### src/rng_pkg.sv
// Shared types and constants for the radius neighbour graph block.
`default_nettype none
package rng_pkg;

  localparam int COORD_W = 20;
  localparam int DIFF_W  = COORD_W + 1;
  localparam int SQ_W    = 2 * DIFF_W;
  localparam int RAD_W   = 42;
  localparam int IDX_W   = 6;
  localparam int CNT_W   = 7;
  localparam int CFG_W   = 1;

  localparam logic ACT_LOAD  = 1'b0;
  localparam logic ACT_QUERY = 1'b1;

  localparam logic [CFG_W-1:0] REG_RADIUS = 1'b0;
  localparam logic [CFG_W-1:0] REG_COUNT  = 1'b1;

  typedef struct packed {
    logic signed [COORD_W-1:0] x;
    logic signed [COORD_W-1:0] y;
    logic signed [COORD_W-1:0] z;
  } point_t;

  typedef struct packed {
    logic             valid;
    logic             active;
    logic             hit;
    logic [IDX_W-1:0] idx;
  } dist_res_t;

endpackage
`default_nettype wire

### src/rng_store.sv
// Point store: one write port for loads and one registered read port.
`default_nettype none
module rng_store import rng_pkg::*; #(
  parameter int POINTS = 64
) (
  input  wire logic                      clk_i,
  input  wire logic                      we_i,
  input  wire logic [$clog2(POINTS)-1:0] waddr_i,
  input  wire point_t                    wdata_i,
  input  wire logic                      re_i,
  input  wire logic [$clog2(POINTS)-1:0] raddr_i,
  output point_t                         rdata_o
);

  point_t mem_q [POINTS];
  point_t rdata_q;

  always_ff @(posedge clk_i) begin
    if (we_i) begin
      mem_q[waddr_i] <= wdata_i;
    end
  end

  always_ff @(posedge clk_i) begin
    if (re_i) begin
      rdata_q <= mem_q[raddr_i];
    end
  end

  assign rdata_o = rdata_q;

endmodule
`default_nettype wire

### config.mk
export PLATFORM = sky130hd
export DESIGN_NAME = rng_store
export DESIGN_NICKNAME = d
export VERILOG_FILES = /design/src/rng_pkg.sv /design/src/rng_store.sv
export SDC_FILE = /design/constraint.sdc
export NUM_CORES = 2
export LEC_CHECK = 0
export ABC_AREA = 0
export ABC_CLOCK_PERIOD_IN_PS = 5600
export BUFFER_PORTS_ARGS = -buffer_cell sky130_fd_sc_hd__buf_4
export CORE_MARGIN = 1
export CORE_UTILIZATION = 40
export CTS_BUF_LIST = sky130_fd_sc_hd__clkbuf_8
export CTS_CLUSTER_SIZE = 40
export DETAILED_ROUTE_END_ITERATION = 10
export GPL_TIMING_DRIVEN = 0
export HOLD_SLACK_MARGIN = 0.02
export PLACE_DENSITY_LB_ADDON = 0.3
export REMOVE_ABC_BUFFERS = 1
export SLEW_MARGIN = 30
export SYNTH_ARGS = -nofsm -noshare
export SYNTH_HDL_FRONTEND = slang
export SYNTH_SLANG_ARGS = --single-unit
### constraint.sdc
create_clock -name clk_i -period 5.6 [get_ports clk_i]
set_input_delay 0 -clock clk_i [delete_from_list [all_inputs] [get_ports clk_i]]
set_output_delay 0 -clock clk_i [all_outputs]
set_load 0.01 [all_outputs]
==> results.cfg <==
[critical_path]
worstPathRequired_ps = 6530
crit_type = primary input to register
cp-start-kind = primary input
cp.arrival_ps = 4880
cp_max_fo = 75
cp-end-kind = register

[timing]
max_freq_mhz = 252.8
fin_crit_ps = 3955
worst_pin_slew_ps = 1112
rsz0062_at_grt = no
finalWorstSetupSlack_ps = 1645
setup_viol = 0
setup_tns_ps = 0
timing_hold_violations_final = 0
final.setup_skew_ps = 78.59
finalMaxSlewViolations = 0
finalCritPeriodShare_pct = 70.63
slew_headroom_pct = 25.89

[floorplan]
die_h_um = 608.4
row_count = 222
fp.dieW_um = 608.4
coreArea_um2 = 365800
ios = 135
dieArea_um2 = 370200
initial_core_util_pct = 40.21

[run]
cap_violations = 0

[pwr]
power_density_nw_per_um2 = 326.2
p_leak_uw = 0.05643
p_switching_uw = 13200
swShare_pct = 22.75
internal_power_uw = 44800
clock_power_share_pct = 38.8
ir_drop_v = 0.0002346
totalPowerFinal_uw = 58000
seq_power_share_pct = 55.9
combPwrFrac_pct = 5.3

[clock_network]
post-cts-setup-buffers = 0
clkLatencyLatePin_ps = 1240
cts_sinks = 3900
clk_path_buf_depth = 4
clk_pin_slew_ps = 60
cts_buffers = 629
cts.htree.levels = 6
cts_tree = yes
clockRootBuffer = clkbuf_8
cts_resized = 0

[yosys]
muxShareOfSynthArea_pct = 16.71
ys_warn_count = 0
syn_area_um2 = 147100
synth_top_cell_area_share_pct = 79.61
ys.flop_type = edfxtp_1
synthAdderAreaFrac_pct = 0
seq_area_frac_synth_pct = 79.61
synthTopCellsByArea = edfxtp_1 (80%), mux4_2 (16%), o22ai_1 (0.80%), nor2_1 (0.45%), mux2_2 (0.44%)
yosys.area.top_type = edfxtp_1
synth_compound_area_share_pct = 1.750
syn_area_per_cell_um2 = 24.14
synthSimpleGateAreaFrac_pct = 0.8633
synth-xor-area-share_pct = 0
synth_top_family_by_area = multiplexers
synth_cell_types = 35
synthArstFlopShare_pct = 0
syn-instance-count = 6093
synth-edff-count = 3900
synth_seq_cells = 3900

[detailed_routing]
post_drt_via_cell_ratio = 5.699
top_layer = met4
vias = 70820
drc = 0
routed_wl_um = 387700
drtIter0Drc = 8151
firstDrtPassIters = 6
wire_per_inst_um = 31.20
met1_length_um = 148600
ant_nets = 0
met3_length_um = 28880
met2WireLength_um = 196600

[cells_and_area]
final_nets = 7214
drive_gt1_share_pct = 33.47
n_fill_cell = 28640
synthToLayoutAreaGrowth_pct = 20.84

[placement]
post-place-ws_ps = 957.7
dpl.hpwl_um = 247600
io_buffers = 134
place.gp.congestion = 0.6948

[worst_hold_path]
hp-class = primary input to register

[status]
status = completed

[grt]
grt.total_usage_pct = 20.80
grt_pass1_vias = 74090
grt_pass1_wl_um = 551000
antenna_found_initial = 3
grt_max_degree = 95
grt-ovfl-total = 0
==> Yosys cell counts, types with 34 or more instances <==
| library cell | count |
|---|---|
| a21oi_1 | 74 |
| buf_2 | 99 |
| buf_4 | 34 |
| clkbuf_1 | 170 |
| edfxtp_1 | 3900 |
| mux2_2 | 58 |
| mux2i_1 | 51 |
| mux4_2 | 1040 |
| nand2_1 | 68 |
| nor2_1 | 177 |
| o21ai_0 | 38 |
| o221ai_1 | 59 |
| o22ai_1 | 188 |
==> cell families after synthesis <==
| group | Yosys count |
|---|---|
| buf+inv | 341 |
| flops | 3900 |
| simple gates | 301 |
| mux | 1149 |
| compound gates | 402 |
==> cell usage in the layout, fill, tap and decap left out, types with 7 or more instances in the layout <==
cell type / count
clkinvlp_4: 8
mux4_2: 1040
inv_1: 233
dlygate4sd3_1: 145
clkbuf_8: 633
nor2_4: 62
a31oi_1: 28
mux2_2: 58
clkinv_8: 10
bufinv_16: 9
clkinv_2: 39
clkinv_1: 124
nor2_1: 115
buf_4: 156
a21oi_1: 74
buf_16: 354
o22ai_1: 188
edfxtp_1: 3900
inv_8: 13
nand2_1: 64
buf_8: 7
nor3_1: 10
buf_12: 89
mux2i_1: 51
o21ai_0: 38
nor2b_1: 7
nand2b_4: 7
inv_12: 19
o221a_2: 9
o221ai_1: 59
inv_6: 9
==> area by class of cell <==
cell class                 instances  area (um2)  area share, %
multi-input combinational       1852       29010          16.32
clock buffer                     633        8712          4.901
sequential                      3900      117100          65.88
antenna                            5       12.51       0.007038
inverter                           1       11.26       0.006334
tap                             4816        6026          3.390
clock inverter                   465        2591          1.458
timing repair buffer             755       14300          8.043
==> final timing paths <==
| check | from | end | slack [ps] | cells after the start |
|---|---|---|---|---|
| setup / recovery | raddr_i[0] | rdata_o[13] | 1640 | 10 |
| hold / removal | waddr_i[1] | mem_q[53][59] | 220 | 4 |
| setup reg to reg | mem_q[35][55] | rdata_o[55] | 2920 | 7 |
| hold reg to reg | mem_q[40][10] | rdata_o[10] | 1030 | 4 |
==> power groups by stage <==
stage	Clock (uW)	Combinational [uW]	Sequential, uW
after floorplan	0	1190	33100
after global placement	0	3430	33100
after detailed placement	0	2880	33100
after CTS	22900	3100	32400
after global routing	24200	3250	32400
final	22500	3060	32400
==> state kept, by name, summed over array words and instances (netlist names) <==
name     flops
mem_q     3840
rdata_o     60
==> through the flow <==
stage               std cells  util [%]  hold WS, ps  area, um2
finish                  12430     48.60        219.2     177800
global route            12430     48.60        182.4     177800
CTS                     12420     48.59        41.47     177800
detailed placement      11120     44.76        408.3     163700
global placement        10700     41.71        415.8     152600
floorplan                5753         -        98.87     145500
==> routing by layer <==
metal	global-route usage, %	up-vias
li1	-	28670
met1	27.05	38190
met2	35.30	3221
met3	3.865	738
met4	6.966	0
met5	0	-
==> critical path, cell delays in order <==
cell	delay, ps
dlygate4sd3_1	620
buf_16	350
buf_16	450
buf_16	370
buf_16	400
buf_16	450
mux4_2	590
mux4_2	500
o22ai_1	340
nor2_1	240
==> timing repair <==
| item | in CTS | in global routing |
|---|---|---|
| endpoints found under the hold margin | 4831 | 0 |
| endpoints found under the setup margin | 0 | 0 |
| hold buffers | 206 | 0 |
(Power assumes the default switching activity.)
