==> src/rng_pkg.sv <==
// Shared types and constants for the radius neighbour graph block.
`default_nettype none
package rng_pkg;

  localparam int COORD_W = 20;
  localparam int DIFF_W  = COORD_W + 1;
  localparam int SQ_W    = 2 * DIFF_W;
  localparam int RAD_W   = 42;
  localparam int IDX_W   = 6;
  localparam int CNT_W   = 7;
  localparam int CFG_W   = 1;

  localparam logic ACT_LOAD  = 1'b0;
  localparam logic ACT_QUERY = 1'b1;

  localparam logic [CFG_W-1:0] REG_RADIUS = 1'b0;
  localparam logic [CFG_W-1:0] REG_COUNT  = 1'b1;

  typedef struct packed {
    logic signed [COORD_W-1:0] x;
    logic signed [COORD_W-1:0] y;
    logic signed [COORD_W-1:0] z;
  } point_t;

  typedef struct packed {
    logic             valid;
    logic             active;
    logic             hit;
    logic [IDX_W-1:0] idx;
  } dist_res_t;

endpackage
`default_nettype wire

==> src/rng_dist.sv <==
// Shared squared-distance unit: difference, square, sum and radius compare in stages.
`default_nettype none
module rng_dist import rng_pkg::*; (
  input  wire logic             clk_i,
  input  wire logic             rst_ni,
  input  wire logic             en_i,
  input  wire point_t           src_i,
  input  wire point_t           cand_i,
  input  wire logic             valid_i,
  input  wire logic [IDX_W-1:0] idx_i,
  input  wire logic [RAD_W-1:0] radius_i,
  output dist_res_t             res_o
);

  logic signed [COORD_W-1:0] src_c [3];
  logic signed [COORD_W-1:0] cand_c [3];
  logic signed [DIFF_W-1:0]  diff [3];
  logic [DIFF_W-1:0]         abs_d [3];
  logic [DIFF_W-1:0]         abs_q [3];
  logic [SQ_W-1:0]           sq_d [3];
  logic [SQ_W-1:0]           sq_q [3];
  logic [RAD_W-1:0]          sum_d;
  logic [RAD_W-1:0]          sum_q;
  logic                      v1_q, v2_q, v3_q;
  logic [IDX_W-1:0]          idx1_q, idx2_q, idx3_q;

  assign src_c[0]  = src_i.x;
  assign src_c[1]  = src_i.y;
  assign src_c[2]  = src_i.z;
  assign cand_c[0] = cand_i.x;
  assign cand_c[1] = cand_i.y;
  assign cand_c[2] = cand_i.z;

  always_comb begin
    for (int k = 0; k < 3; k++) begin
      diff[k]  = DIFF_W'(src_c[k]) - DIFF_W'(cand_c[k]);
      abs_d[k] = diff[k][DIFF_W-1] ? DIFF_W'(-diff[k]) : DIFF_W'(diff[k]);
      sq_d[k]  = abs_q[k] * abs_q[k];
    end
    sum_d = RAD_W'(sq_q[0]) + RAD_W'(sq_q[1]) + RAD_W'(sq_q[2]);
  end

  always_ff @(posedge clk_i or negedge rst_ni) begin
    if (!rst_ni) begin
      v1_q <= 1'b0;
      v2_q <= 1'b0;
      v3_q <= 1'b0;
    end else if (en_i) begin
      v1_q <= valid_i;
      v2_q <= v1_q;
      v3_q <= v2_q;
    end
  end

  always_ff @(posedge clk_i) begin
    if (en_i) begin
      abs_q  <= abs_d;
      sq_q   <= sq_d;
      sum_q  <= sum_d;
      idx1_q <= idx_i;
      idx2_q <= idx1_q;
      idx3_q <= idx2_q;
    end
  end

  assign res_o.valid  = v3_q;
  assign res_o.active = v1_q | v2_q | v3_q;
  assign res_o.hit    = sum_q <= radius_i;
  assign res_o.idx    = idx3_q;

endmodule
`default_nettype wire

==> config.mk <==
export PLATFORM = sky130hd
export DESIGN_NAME = rng_dist
export DESIGN_NICKNAME = d
export VERILOG_FILES = /design/src/rng_pkg.sv /design/src/rng_dist.sv
export SDC_FILE = /design/constraint.sdc
export NUM_CORES = 2
export LEC_CHECK = 0
export BUFFER_PORTS_ARGS = -buffer_cell sky130_fd_sc_hd__buf_2
export CAP_MARGIN = 20
export CORE_ASPECT_RATIO = 0.8
export CORE_MARGIN = 4
export CORE_UTILIZATION = 45
export CTS_CLUSTER_SIZE = 24
export DETAILED_ROUTE_END_ITERATION = 7
export PLACE_DENSITY = 0.63
export SLEW_MARGIN = 20
export SYNTH_ARGS = -nofsm -noshare
export SYNTH_HDL_FRONTEND = slang
export SYNTH_SLANG_ARGS = --single-unit
==> constraint.sdc <==
create_clock -name clk_i -period 22 [get_ports clk_i]
set_input_delay 2.2 -clock clk_i [delete_from_list [all_inputs] [get_ports clk_i]]
set_output_delay 2.2 -clock clk_i [all_outputs]
set_load 0.02 [all_outputs]
==> impl_results.html <==
<table>
<tr><th>Metric</th><th>Value</th></tr>
<tr><th colspan="2">Status</th></tr>
<tr><td>Result of the run</td><td>finished clean</td></tr>
<tr><th colspan="2">Logic synthesis</th></tr>
<tr><td>Fraction of synthesis flops using an asynchronous set or reset pin</td><td>1.20%</td></tr>
<tr><td>Portion of the post-synthesis area used by sequential elements</td><td>14.1%</td></tr>
<tr><td>Number of synthesis warnings</td><td>0</td></tr>
<tr><td>Total of flip-flops plus latches after synthesis</td><td>249</td></tr>
<tr><td>Post-synthesis instance total</td><td>approximately 5500</td></tr>
<tr><td>Count of different cell masters after synthesis</td><td>86</td></tr>
<tr><td>Mapped Area</td><td>approximately 53000 sq um</td></tr>
<tr><td>Avg Inst Size Synth</td><td>9.67 sq um</td></tr>
<tr><td>Largest area contributor in the netlist</td><td>fa_1</td></tr>
<tr><td>Area contributors post-synth</td><td>fa_1, ha_1, edfxtp_1, inv_1, nand2_1</td></tr>
<tr><td>Area share of the largest cell type after synthesis</td><td>36.9%</td></tr>
<tr><td>Dominant register cell in the synthesized netlist</td><td>edfxtp_1</td></tr>
<tr><td>Count of flip-flops with a built-in enable after synthesis</td><td>246</td></tr>
<tr><th colspan="2">Timing</th></tr>
<tr><td>Worst-Margin Slew</td><td>1130 ps</td></tr>
<tr><td>Final max-slew violation count</td><td>0</td></tr>
<tr><td>Max-slew headroom at the worst pin</td><td>24.7%</td></tr>
<tr><td>Setup slack of the critical path after layout</td><td>13590 ps</td></tr>
<tr><td>Fmax achieved</td><td>roughly 120 MHz</td></tr>
<tr><td>Number of setup violations in the final report</td><td>0</td></tr>
<tr><td>Sum of negative setup slack</td><td>0 ps</td></tr>
<tr><td>Shortest period the worst path allows</td><td>8410 ps</td></tr>
<tr><td>Final Hold Fails</td><td>0</td></tr>
<tr><td>Post-route clock skew</td><td>28.2 ps</td></tr>
<tr><td>Crit share post-route</td><td>38.2%</td></tr>
<tr><td>RSZ-0062 raised after global routing</td><td>false</td></tr>
<tr><th colspan="2">Clocking</th></tr>
<tr><td>Clock transition at the registers of the reported paths</td><td>60 ps</td></tr>
<tr><td>Setup fix buffers added after clock tree synthesis</td><td>0</td></tr>
<tr><td>Clock latency at the later pin of the worst-skew pair</td><td>640 ps</td></tr>
<tr><td>Hold buffers post-CTS</td><td>0</td></tr>
<tr><td>Number of buffers inserted during clock tree synthesis</td><td>30</td></tr>
<tr><td>Clock tree from TritonCTS</td><td>built</td></tr>
<tr><td>Number of cells upsized or downsized after cts</td><td>0</td></tr>
<tr><td>Count of H-tree levels built during CTS</td><td>1</td></tr>
<tr><td>Number of buffers between clock root and the deepest sink</td><td>3</td></tr>
<tr><td>Number of clock sinks</td><td>249</td></tr>
<tr><td>Cell chosen for the clock root</td><td>clkbuf_16</td></tr>
<tr><th colspan="2">Floorplan</th></tr>
<tr><td>Initial Utilization</td><td>45.3%</td></tr>
<tr><td>Die outline area</td><td>123000 sq um</td></tr>
<tr><td>Boundary pin count</td><td>181</td></tr>
<tr><td>Std-Cell Core Area</td><td>116000 sq um</td></tr>
<tr><td>Number of standard-cell rows in the floorplan</td><td>about 110</td></tr>
<tr><td>Floorplan die height</td><td>314 microns</td></tr>
<tr><td>Overall die width</td><td>391 microns</td></tr>
<tr><th colspan="2">Detailed routing</th></tr>
<tr><td>Vias after detailed routing</td><td>36000</td></tr>
<tr><td>Antenna-violating nets left</td><td>0</td></tr>
<tr><td>Detail-routed net length per standard cell</td><td>16.6 microns</td></tr>
<tr><td>First drt pass iteration count</td><td>5</td></tr>
<tr><td>Via density</td><td>5.06</td></tr>
<tr><td>Final WL</td><td>around 120 mm</td></tr>
<tr><td>Drt first-iter violations</td><td>1869</td></tr>
<tr><td>Residual DRC</td><td>0</td></tr>
<tr><th colspan="2">Setup path</th></tr>
<tr><td>Max FO, Critical Path</td><td>19</td></tr>
<tr><td>Critical path's top delay family</td><td>adder cells</td></tr>
<tr><td>Worst Reg2Reg Path Length in Cells</td><td>24</td></tr>
<tr><td>Most frequent cell on the critical path</td><td>fa_1</td></tr>
<tr><td>Critical path destination</td><td>sq_q[83]</td></tr>
<tr><td>Endpoint kind of the worst setup timing path</td><td>flip-flop</td></tr>
<tr><td>CP Launch Point</td><td>abs_q[25]</td></tr>
<tr><td>R2R Setup Slk</td><td>13590 ps</td></tr>
<tr><td>Critical R2R Launch</td><td>abs_q[25]</td></tr>
<tr><td>Critical-path cell with the highest stage delay</td><td>edfxtp_1</td></tr>
<tr><td>Arr. time, crit path</td><td>8780 ps</td></tr>
<tr><td>Critical path cell sequence</td><td>inv_1 -&gt; nor2_1 -&gt; inv_1 -&gt; fa_1 -&gt; inv_1 -&gt; fa_1 -&gt; fa_1 -&gt; fa_1 -&gt; fa_1 -&gt; fa_1 -&gt; inv_1 -&gt; fa_1 -&gt; inv_1 -&gt; ha_1 -&gt; and3_1 -&gt; a221oi_2 -&gt; inv_1 -&gt; a2111oi_2 -&gt; o221ai_1 -&gt; o41ai_4 -&gt; nor3_1 -&gt; a211o_1 -&gt; o31ai_2 -&gt; xnor2_1</td></tr>
<tr><td>Longest individual stage delay on the worst path</td><td>910 ps</td></tr>
<tr><td>Required time of the worst setup path</td><td>22370 ps</td></tr>
<tr><td>Depth of the critical timing path with buffers and inverters included</td><td>24</td></tr>
<tr><td>Buffer and inverter count on the worst path</td><td>6</td></tr>
<tr><td>Worst reg2reg path endpoint</td><td>sq_q[83]</td></tr>
<tr><td>Classification of the worst setup path</td><td>reg2reg</td></tr>
<tr><td>Startpoint kind of the worst setup timing path</td><td>flip-flop</td></tr>
<tr><th colspan="2">Layout</th></tr>
<tr><td>Fraction of final layout cells with drive strength greater than 1</td><td>about 5.7%</td></tr>
<tr><td>Synthesis-to-finish area growth</td><td>6.76%</td></tr>
<tr><td>Layout Cells excl Fill</td><td>7118</td></tr>
<tr><td>Net count, final</td><td>between 7000 and 8000</td></tr>
<tr><th colspan="2">Placement</th></tr>
<tr><td>Placed cells</td><td>7062</td></tr>
<tr><td>GP Congestion</td><td>0.879</td></tr>
<tr><td>Detailed Place HPWL</td><td>99.0 mm</td></tr>
<tr><td>Port bufs</td><td>180</td></tr>
<tr><td>Pre-CTS setup slack</td><td>around 14000 ps</td></tr>
<tr><th colspan="2">Global route</th></tr>
<tr><td>Total congestion overflow after global routing</td><td>0</td></tr>
<tr><td>Pin count of the biggest net entering global routing</td><td>105</td></tr>
<tr><td>Global-route wire length before repair</td><td>198 mm</td></tr>
<tr><td>Total routing resource utilization after global routing</td><td>approximately 20%</td></tr>
<tr><td>Vias in the first global route</td><td>38100</td></tr>
<tr><td>Initial antenna violation count</td><td>0</td></tr>
<tr><th colspan="2">Flow run</th></tr>
<tr><td>Max Cap Viol</td><td>0</td></tr>
<tr><th colspan="2">Min path</th></tr>
<tr><td>Number of cells traversed by the worst hold path</td><td>0</td></tr>
<tr><td>Worst hold-check path type</td><td>reg2reg</td></tr>
</table>
-- metal layers --
layer	vias to the layer above	global-route usage, %	wire length [microns]
li1	17100	-	-
met1	18000	29.7	56700
met2	790	31.5	52700
met3	101	2.98	6650
met4	0	3.85	2500
met5	-	0	0
-- area by class of cell --
class                           count  area (sq um)
Timing Repair Buffer              214          1170
Inverter                         1383          5190
Antenna cell                        1          2.50
Multi-Input combinational cell   3677         39600
Sequential cell                   249          7460
Clock inverter                     24           259
Fill cell                       10800         60100
Tap cell                         1539          1930
Clock buffer                       31           754
-- sequential cells by signal, summed over array words and instances (netlist names) --
register  flops
sq_q        123
abs_q        63
sum_q        42
idx1_q        6
idx2_q        6
idx3_q        6
v1_q          1
v2_q          1
v3_q          1
-- synth_stat cells, types with 15 or more instances --
library cell  instances
nor3_1               30
nand4_1              31
clkbuf_1            141
ha_1                606
inv_1              1383
nor2b_1              41
nand2_1             451
or2_2                15
xor2_1              104
a31oi_1              24
nor2_1              177
and2_1              251
o31ai_1              16
o211ai_1             16
fa_1                973
a21oi_1             210
and3_1               26
a21o_1              123
nand3_1              38
xnor2_1             173
o21ai_0             102
edfxtp_1            246
o21bai_1             28
o21a_1               34
nand2b_1             36
-- cells by family after synthesis --
family	share of synthesized area [%]
AOI/OAI and AO/OA	8.19
xor gates and xnor gates	4.63
adders and majority gates	51.3
buffers and inverters	10.9
DFF	14.1
muxes	0.209
other	0.00711
and+or+nand+nor	10.6
-- through the flow --
stage | instance area [sq um] | utilization, % | hold WS [ps]
global placement | 55300 | 47.5 | 404
CTS | 56300 | 48.3 | 422
finish | 56300 | 48.4 | 419
global route | 56300 | 48.4 | 424
detailed placement | 55300 | 47.5 | 406
floorplan | 52800 | - | 400
-- how the worst min path moves through the flow --
| stage | from | endpoint | slack [ps] |
|---|---|---|---|
| 2_1_floorplan | idx1_q[0] | idx2_q[0] | 400 |
| 3_3_place_gp | idx2_q[0] | idx3_q[0] | 400 |
| 3_5_place_dp | idx1_q[1] | idx2_q[1] | 410 |
| 4_1_cts | idx1_q[3] | idx2_q[3] | 420 |
| 5_1_grt | idx1_q[3] | idx2_q[3] | 420 |
| 6_report | idx1_q[3] | idx2_q[3] | 420 |
-- layout by cell type (no fill, tap or decap), types with 30 or more instances in the layout --
| master | count |
|---|---|
| buf_2 | 179 |
| nor3_1 | 30 |
| a21o_1 | 123 |
| edfxtp_1 | 246 |
| xor2_1 | 104 |
| inv_1 | 1383 |
| nor2_1 | 177 |
| nand2_1 | 451 |
| nand3_1 | 38 |
| o21a_1 | 34 |
| fa_1 | 973 |
| a21oi_1 | 210 |
| nand2b_1 | 36 |
| buf_4 | 34 |
| xnor2_1 | 173 |
| and2_1 | 251 |
| nor2b_1 | 41 |
| nand4_1 | 31 |
| ha_1 | 606 |
| clkbuf_16 | 30 |
| o21ai_0 | 102 |
-- worst reg2reg max path: cells and delay by family, from the launching register on --
kind                     cells  cell delay, ps
AO/OA/AOI/OAI                6            2220
AND/OR/NAND/NOR              3             630
adder cells (fa/ha/maj)      8            3640
XOR/XNOR                     1              80
flip-flops                   1             910
buffers and inverters        6             660
Power is left out: the tool's default activity adds up to more than one toggle a clock period on the data nets, which glitch-free logic cannot reach.
